### config.mk
export PLATFORM = sky130hd
export DESIGN_NAME = fnv1a_bucket_hash_unit_flat
export DESIGN_NICKNAME = d
export VERILOG_FILES = /design/src/rtl/fbh_pkg.sv /design/src/rtl/fbh_item_if.sv /design/src/rtl/fbh_result_if.sv /design/src/rtl/fbh_mod_unit.sv /design/src/rtl/fnv1a_bucket_hash_unit.sv /design/src/flat_wrapper.sv
export SDC_FILE = /design/constraint.sdc
export NUM_CORES = 1
export LEC_CHECK = 0
export CAP_MARGIN = 0
export CORE_MARGIN = 5
export CORE_UTILIZATION = 40
export CTS_CLUSTER_SIZE = 16
export DETAILED_ROUTE_END_ITERATION = 10
export DONT_BUFFER_PORTS = 1
export SLEW_MARGIN = 10
export SYNTH_ARGS = -nofsm -noshare
export SYNTH_HDL_FRONTEND = slang
export SYNTH_SLANG_ARGS = --single-unit
### constraint.sdc
create_clock -name i_clk -period 7.35 [get_ports i_clk]
set_clock_uncertainty 0.05 [all_clocks]
set_input_delay 0.3675 -clock i_clk [delete_from_list [all_inputs] [get_ports i_clk]]
set_output_delay 0.3675 -clock i_clk [all_outputs]
set_load 0.05 [all_outputs]
### src/rtl/fbh_pkg.sv
`timescale 1ns / 1ps
// ----------------------------------------------------------------------------
// fbh_pkg
// Shared constants, types and the FNV-1a absorb step for the bucket hash unit.
// ----------------------------------------------------------------------------
package fbh_pkg;

    localparam int unsigned INDEX_BITS_DEF = 24;
    localparam int unsigned HASH_W         = 64;
    localparam int unsigned HALF_W         = 32;
    localparam int unsigned TSIZE_W        = 25;
    localparam int unsigned CFG_IDX_W      = 1;
    localparam int unsigned STEP_W         = 7;

    localparam logic [CFG_IDX_W-1:0] REG_WIDE_MODE  = 1'b0;
    localparam logic [CFG_IDX_W-1:0] REG_TABLE_SIZE = 1'b1;

    localparam logic [TSIZE_W-1:0] TSIZE_RESET = 25'd1024;

    localparam logic [HASH_W-1:0] BASIS64 = 64'hCBF2_9CE4_8422_2325;
    localparam logic [HALF_W-1:0] BASIS32 = 32'h811C_9DC5;

    localparam logic [STEP_W-1:0] STEPS_WIDE   = 7'd64;
    localparam logic [STEP_W-1:0] STEPS_NARROW = 7'd32;

    typedef struct packed {
        logic start;
        logic wide;
    } t_div_req;

    function automatic logic [HASH_W-1:0] basis_for(input logic wide);
        basis_for = wide ? BASIS64 : {{(HASH_W-HALF_W){1'b0}}, BASIS32};
    endfunction

    // prime64 = 2^40 + 0x1B3, prime32 = 2^24 + 0x193
    function automatic logic [HASH_W-1:0] absorb(input logic [HASH_W-1:0] h,
                                                 input logic [7:0] b,
                                                 input logic wide);
        logic [HASH_W-1:0] x;
        logic [HALF_W-1:0] y;
        x = h ^ {{(HASH_W-8){1'b0}}, b};
        y = x[HALF_W-1:0];
        if (wide) begin
            absorb = (x << 40) + (x << 8) + (x << 7) + (x << 5) + (x << 4)
                   + (x << 1) + x;
        end else begin
            absorb = {{(HASH_W-HALF_W){1'b0}},
                      (y << 24) + (y << 8) + (y << 7) + (y << 4) + (y << 1) + y};
        end
    endfunction

endpackage

### src/rtl/fbh_item_if.sv
`timescale 1ns / 1ps
// ----------------------------------------------------------------------------
// fbh_item_if
// Input channel: key bytes and end-of-key markers.
// ----------------------------------------------------------------------------
interface fbh_item_if;
    logic       valid;
    logic       ready;
    logic       kind;
    logic [7:0] data_byte;

    modport source (output valid, output kind, output data_byte, input ready);
    modport sink   (input valid, input kind, input data_byte, output ready);
endinterface

### src/rtl/fbh_result_if.sv
`timescale 1ns / 1ps
// ----------------------------------------------------------------------------
// fbh_result_if
// Output channel: full hash and bucket index of one key.
// ----------------------------------------------------------------------------
interface fbh_result_if #(
    parameter int unsigned INDEX_BITS = fbh_pkg::INDEX_BITS_DEF
);
    logic                  valid;
    logic                  ready;
    logic [63:0]           full_hash;
    logic [INDEX_BITS-1:0] bucket_index;

    modport source (output valid, output full_hash, output bucket_index, input ready);
    modport sink   (input valid, input full_hash, input bucket_index, output ready);
endinterface

### src/rtl/fbh_mod_unit.sv
`timescale 1ns / 1ps
// ----------------------------------------------------------------------------
// fbh_mod_unit
// Restoring bit-serial remainder of the hash by the bucket count.
// ----------------------------------------------------------------------------
module fbh_mod_unit #(
    parameter int unsigned INDEX_BITS = fbh_pkg::INDEX_BITS_DEF
) (
    input  logic                  i_clk,
    input  logic                  i_rst_n,
    input  fbh_pkg::t_div_req     i_req,
    input  logic [63:0]           i_dividend,
    input  logic [INDEX_BITS:0]   i_divisor,
    output logic                  o_done,
    output logic [INDEX_BITS-1:0] o_rem
);
    import fbh_pkg::*;

    localparam int unsigned DW = INDEX_BITS + 1;

    logic              r_busy;
    logic              r_done;
    logic [STEP_W-1:0] r_cnt;
    logic [HASH_W-1:0] r_quo;
    logic [DW-1:0]     r_rem;
    logic [DW-1:0]     r_div;
    logic              r_zero;

    logic [DW:0]       w_trial;
    logic [DW:0]       w_diff;
    logic [DW-1:0]     n_rem;

    assign w_trial = {r_rem, r_quo[HASH_W-1]};
    assign w_diff  = w_trial - {1'b0, r_div};
    assign n_rem   = (w_trial >= {1'b0, r_div}) ? w_diff[DW-1:0] : w_trial[DW-1:0];

    always_ff @(posedge i_clk) begin
        if (!i_rst_n) begin
            r_busy <= 1'b0;
            r_done <= 1'b0;
            r_cnt  <= '0;
        end else begin
            r_done <= 1'b0;
            if (i_req.start) begin
                r_busy <= 1'b1;
                r_cnt  <= i_req.wide ? STEPS_WIDE : STEPS_NARROW;
            end else if (r_busy) begin
                r_cnt <= r_cnt - 1'b1;
                if (r_cnt == 7'd1) begin
                    r_busy <= 1'b0;
                    r_done <= 1'b1;
                end
            end
        end
    end

    always_ff @(posedge i_clk) begin
        if (i_req.start) begin
            r_quo  <= i_req.wide ? i_dividend : {i_dividend[HALF_W-1:0], {HALF_W{1'b0}}};
            r_rem  <= '0;
            r_div  <= i_divisor;
            r_zero <= (i_divisor == '0);
        end else if (r_busy) begin
            r_quo <= r_quo << 1;
            r_rem <= n_rem;
        end
    end

    assign o_done = r_done;
    assign o_rem  = r_zero ? '0 : r_rem[INDEX_BITS-1:0];

endmodule

### src/rtl/fnv1a_bucket_hash_unit.sv
`timescale 1ns / 1ps
// A key byte is absorbed in the cycle it is accepted, one byte per cycle while idle.
// An end-of-key transaction runs the bit-serial remainder unit for 32 steps
// (32-bit mode) or 64 steps (64-bit mode); the remainder is captured, the result is
// registered when the output slot frees, and no input is taken until then.
// Synchronous active-low reset: 32-bit mode, table size 1024, 32-bit offset basis.
// ----------------------------------------------------------------------------
// fnv1a_bucket_hash_unit
// Byte-serial FNV-1a hash (32 or 64 bit) with reduction to a bucket index.
// ----------------------------------------------------------------------------
module fnv1a_bucket_hash_unit #(
    parameter int unsigned INDEX_BITS = fbh_pkg::INDEX_BITS_DEF
) (
    input  logic                           i_clk,
    input  logic                           i_rst_n,
    input  logic                           i_cfg_we,
    input  logic [fbh_pkg::CFG_IDX_W-1:0]  i_cfg_idx,
    input  logic [fbh_pkg::TSIZE_W-1:0]    i_cfg_data,
    fbh_item_if.sink                       i_item,
    fbh_result_if.source                   o_result
);
    import fbh_pkg::*;

    localparam int unsigned CMP_W = (INDEX_BITS + 1 > TSIZE_W) ? INDEX_BITS + 1 : TSIZE_W;

    localparam logic [1:0] ST_IDLE = 2'd0;
    localparam logic [1:0] ST_DIV  = 2'd1;
    localparam logic [1:0] ST_HOLD = 2'd2;

    logic [1:0]            r_state;
    logic [1:0]            n_state;
    logic                  r_wide;
    logic [TSIZE_W-1:0]    r_table_size;
    logic [HASH_W-1:0]     r_hash;
    logic [HASH_W-1:0]     r_full;
    logic [INDEX_BITS-1:0] r_idx;
    logic                  r_out_valid;
    logic [HASH_W-1:0]     r_out_hash;
    logic [INDEX_BITS-1:0] r_out_idx;

    logic                  w_accept;
    logic                  w_slot_free;
    logic [HASH_W-1:0]     w_full;
    logic [CMP_W-1:0]      w_ts_ext;
    logic [CMP_W-1:0]      w_cap;
    logic [CMP_W-1:0]      w_div_ext;
    t_div_req              w_req;
    logic                  w_done;
    logic [INDEX_BITS-1:0] w_rem;

    assign i_item.ready = (r_state == ST_IDLE);
    assign w_accept     = i_item.valid && (r_state == ST_IDLE);
    assign w_slot_free  = !r_out_valid || o_result.ready;

    assign w_full    = r_wide ? r_hash : {{(HASH_W-HALF_W){1'b0}}, r_hash[HALF_W-1:0]};
    assign w_ts_ext  = CMP_W'(r_table_size);
    assign w_cap     = CMP_W'(1) << INDEX_BITS;
    assign w_div_ext = (w_ts_ext > w_cap) ? w_cap : w_ts_ext;

    assign w_req.start = w_accept && i_item.kind;
    assign w_req.wide  = r_wide;

    fbh_mod_unit #(
        .INDEX_BITS (INDEX_BITS)
    ) u_mod (
        .i_clk      (i_clk),
        .i_rst_n    (i_rst_n),
        .i_req      (w_req),
        .i_dividend (w_full),
        .i_divisor  (w_div_ext[INDEX_BITS:0]),
        .o_done     (w_done),
        .o_rem      (w_rem)
    );

    always_comb begin
        n_state = r_state;
        case (r_state)
            ST_IDLE: begin
                if (w_req.start) begin
                    n_state = ST_DIV;
                end
            end
            ST_DIV: begin
                if (w_done) begin
                    n_state = ST_HOLD;
                end
            end
            ST_HOLD: begin
                if (w_slot_free) begin
                    n_state = ST_IDLE;
                end
            end
            default: begin
                n_state = ST_IDLE;
            end
        endcase
    end

    always_ff @(posedge i_clk) begin
        if (!i_rst_n) begin
            r_state      <= ST_IDLE;
            r_wide       <= 1'b0;
            r_table_size <= TSIZE_RESET;
            r_hash       <= basis_for(1'b0);
            r_out_valid  <= 1'b0;
        end else begin
            r_state <= n_state;
            if (i_cfg_we) begin
                case (i_cfg_idx)
                    REG_WIDE_MODE: begin
                        r_wide <= i_cfg_data[0];
                        r_hash <= basis_for(i_cfg_data[0]);
                    end
                    REG_TABLE_SIZE: begin
                        r_table_size <= i_cfg_data;
                    end
                    default: begin
                    end
                endcase
            end else if (w_accept) begin
                r_hash <= i_item.kind ? basis_for(r_wide) : absorb(r_hash, i_item.data_byte, r_wide);
            end
            if (r_state == ST_HOLD && w_slot_free) begin
                r_out_valid <= 1'b1;
            end else if (o_result.ready) begin
                r_out_valid <= 1'b0;
            end
        end
    end

    always_ff @(posedge i_clk) begin
        if (w_req.start) begin
            r_full <= w_full;
        end
        if (w_done) begin
            r_idx <= w_rem;
        end
        if (r_state == ST_HOLD && w_slot_free) begin
            r_out_hash <= r_full;
            r_out_idx  <= r_idx;
        end
    end

    assign o_result.valid        = r_out_valid;
    assign o_result.full_hash    = r_out_hash;
    assign o_result.bucket_index = r_out_idx;

endmodule

### src/flat_wrapper.sv
// flat-port wrapper written by rule: the top's interface ports become plain ports
module fnv1a_bucket_hash_unit_flat import fbh_pkg::*;
#(
    parameter int unsigned INDEX_BITS = fbh_pkg::INDEX_BITS_DEF
)
  (i_clk, i_rst_n, i_cfg_we, i_cfg_idx, i_cfg_data, i_item_valid, i_item_kind, i_item_data_byte, i_item_ready, o_result_valid, o_result_full_hash, o_result_bucket_index, o_result_ready);
  fbh_item_if i_item_i ();
  fbh_result_if #(.INDEX_BITS(INDEX_BITS)) o_result_i ();
  input  logic i_clk;
  input  logic i_rst_n;
  input  logic i_cfg_we;
  input  logic [fbh_pkg::CFG_IDX_W-1:0] i_cfg_idx;
  input  logic [fbh_pkg::TSIZE_W-1:0] i_cfg_data;
  input wire logic [$bits(i_item_i.valid)-1:0] i_item_valid;
  input wire logic [$bits(i_item_i.kind)-1:0] i_item_kind;
  input wire logic [$bits(i_item_i.data_byte)-1:0] i_item_data_byte;
  output wire logic [$bits(i_item_i.ready)-1:0] i_item_ready;
  output wire logic [$bits(o_result_i.valid)-1:0] o_result_valid;
  output wire logic [$bits(o_result_i.full_hash)-1:0] o_result_full_hash;
  output wire logic [$bits(o_result_i.bucket_index)-1:0] o_result_bucket_index;
  input wire logic [$bits(o_result_i.ready)-1:0] o_result_ready;
  assign i_item_i.valid = i_item_valid;
  assign i_item_i.kind = i_item_kind;
  assign i_item_i.data_byte = i_item_data_byte;
  assign i_item_ready = i_item_i.ready;
  assign o_result_valid = o_result_i.valid;
  assign o_result_full_hash = o_result_i.full_hash;
  assign o_result_bucket_index = o_result_i.bucket_index;
  assign o_result_i.ready = o_result_ready;
  fnv1a_bucket_hash_unit #(.INDEX_BITS(INDEX_BITS)) u_core (.i_clk(i_clk), .i_rst_n(i_rst_n), .i_cfg_we(i_cfg_we), .i_cfg_idx(i_cfg_idx), .i_cfg_data(i_cfg_data), .i_item(i_item_i), .o_result(o_result_i));
endmodule
==> out/metrics.cfg <==
[setup_path]
crit_chain=xor2_1 > clkinv_1 > xnor2_1 > ha_1 > or2_2 > inv_1 > fa_1 > inv_1 > ha_1 > ha_1 > ha_1 > inv_1 > fa_1 > nand2b_1 > a21oi_1 > o22ai_2 > o211ai_1 > nand2_1 > o21ai_0 > a21oi_1 > xnor2_1 > o221ai_1 > nor3_1
r2r_cells=23
crit_path_frequent_cell=ha_1
cp.depth=23
arrival_ns=7.41
critPathCaptureType=register
crit_required_ns=7.83
reg2reg_setup_slack_ns=0.42
path_class=register to register
r2r_start=u_core.r_hash[0]
path_buf_inv=4
cp_max_fo=6
slowest_delay_ns=0.61
critPathSlowestCell=dfxtp_1
cp_top_family=compound AO/OA/AOI/OAI gates
cp-start-kind=register
regToRegEndpoint=u_core.r_hash[31]

[timing]
setup_viol_count_final=0
period_minus_slack_ns=6.926
max_freq_ghz=0.1444
rsz0062_at_grt=no
layout_setup_ws_ns=0.4243
period_share=0.9423
worst_pin_slew_ns=1.160
fin_tns_setup_ns=0
holdWs_ns=0.02590
slew_violations=0
slew_headroom=0.2215
finalHoldViolations=0

[hold_path]
hold_depth=4
hold_end=u_core.r_hash[0]
worst_hold_path_type=input pin to register
hp-start=i_cfg_we

[synth]
syn_area_sq_um=29300
async_flop_share=0
synth_area_per_cell_sq_um=10.37
yosysWarnings=0
seq_area_frac_synth=0.3593
ys_ff_latch=393
synth_cell_types=81
synth-edff-count=266
synth_nets=3360
postSynthCellCount=2827
dominantRegCellSynth=edfxtp_1

[die]
die_w_um=280.7
pin_count=130
die_y_um=280.7
die_area_sq_um=78770
rows=99
initial_core_util=0.4023
core_area_sq_um=72830

[placed_design]
globalplace.congestion=0.9322
pre_cts_slack_ns=0.5024
hpwlAfterDp_mm=65.68
port_buffers=0

[cts]
clk_latency_ns=0.60
cts_resized=0
root_buffer=clkbuf_16
cts.sinks=393
clockBufferDepth=3
path_clk_slew_ns=0.08
numCtsBuffers=44
htree_levels=2
cts_tree=built

[route]
drt_wl_total_mm=86.06
drc=0
firstDrtPassIters=7
wire_per_inst_um=22.34
antenna_left=0
num_vias=21060
viasPerCell=5.467
drt_iter0_markers=1555

[layout]
area_delta_synth_final_pct=10.55
layout_common_cells=inv_1, fa_1, edfxtp_1, nand2_1, ha_1
nets=3388
drive_gt1_frac=0.04670
final_common_cell=inv_1

[run_status]
run_status=finished clean

[grt]
grt-ovfl-total=0
grt_pass1_wl_mm=131.9
grt_usage=0.2174
grt_pass1_vias=21825
grt_max_degree=96
antenna_found_initial=1

[run]
cap_violations=0

==> sequential cells by signal, summed over array words and instances (netlist names), 2 cells and up <==
name	count
u_core.u_mod.r_div	25
u_core.r_idx	24
u_core.u_mod.r_quo	64
u_core.r_table_size	25
u_core.r_full	64
u_core.r_hash	64
u_core.o_result.full_hash	64
u_core.u_mod.r_rem	25
u_core.u_mod.r_cnt	7
u_core.o_result.bucket_index	24
u_core.r_state	2
==> worst reg2reg max path: stages (launching register included) <==
cell      delay (ns)
dfxtp_1         0.61
xor2_1          0.57
clkinv_1        0.55
xnor2_1         0.30
ha_1            0.20
or2_2           0.31
inv_1           0.08
fa_1            0.41
inv_1           0.07
ha_1            0.23
ha_1            0.28
ha_1            0.19
inv_1           0.08
fa_1            0.40
nand2b_1        0.19
a21oi_1         0.29
o22ai_2         0.19
o211ai_1        0.55
nand2_1         0.22
o21ai_0         0.43
a21oi_1         0.15
xnor2_1         0.20
o221ai_1        0.13
nor3_1          0.21
==> Yosys cell counts (25+ instances only) <==
cell      instances  share of area
a21oi_1         187          0.032
o21ai_0         146          0.025
nand2b_1         25         0.0053
o31ai_1          34         0.0087
and2_1           25         0.0053
xnor2_1         104          0.031
nor2_1          121          0.015
dfxtp_1         127          0.087
inv_1           462          0.059
nor2b_1          60          0.013
nor3_1           28         0.0048
ha_1            189          0.081
a21o_1           45          0.012
clkbuf_1         75         0.0096
fa_1            304           0.21
xor2_1           40          0.012
edfxtp_1        266           0.27
nand3_1          36         0.0061
nand2_1         226          0.029
a21boi_0         30         0.0077
==> cell families (layout without fill, tap and decap cells) <==
group	count (synthesis)	count (layout)	share of synthesized area
DFF	393	393	0.3593
xor gates and xnor gates	144	144	0.04304
other	0	2	0
muxes	23	23	0.007856
adders and majority gates	493	493	0.2884
buffers and inverters	553	617	0.07199
and+or+nand+nor	610	610	0.09918
AOI/OAI and AO/OA	611	611	0.1302
==> area by class of cell <==
cell class,instances,area (sq um)
Tap cell,959,1200
Inverter,467,1755
Timing Repair Buffer,68,610.6
Multi-Input combinational cell,1881,16700
Clock buffer,58,1225
Sequential cell,393,10530
Fill cell,6852,40440
Clock inverter,24,370.4
Antenna cell,2,5.005
==> per-stage QoR <==
stage	utilization	cell area, sq um	std cells
finish	0.4448	32400	3852
global route	0.4447	32390	3850
CTS	0.4446	32380	3850
detailed placement	0.4180	30440	3735
global placement	0.4180	30440	3735
floorplan	-	29300	2827
==> metal layers <==
metal,up-vias,share of wire,track usage,wire length (um)
met3,160,0.066,0.03265,5719
met1,10558,0.41,0.2868,35420
met4,0,0.035,0.06566,2978
met2,770,0.49,0.3732,41940
met5,-,0,0,0
li1,9572,-,-,-
==> worst max path at each step <==
stage	from	slack [ns]	end
3_3_place_gp	u_core.r_hash[7]	0.51	u_core.r_hash[60]
2_1_floorplan	u_core.r_hash[3]	1.88	u_core.r_hash[63]
3_5_place_dp	u_core.r_hash[7]	0.50	u_core.r_hash[60]
4_1_cts	u_core.r_hash[7]	0.49	u_core.r_hash[60]
5_1_grt	u_core.r_hash[0]	0.11	u_core.r_hash[61]
6_report	u_core.r_hash[0]	0.42	u_core.r_hash[31]
==> repair_timing <==
item,4_1_cts,5_1_grt
buffers inserted,0,0
hold buffers,33,0
hold endpoints to repair,61,0
Power is left out: the tool's default activity adds up to more than one toggle a clock period on the data nets, which glitch-free logic cannot reach.
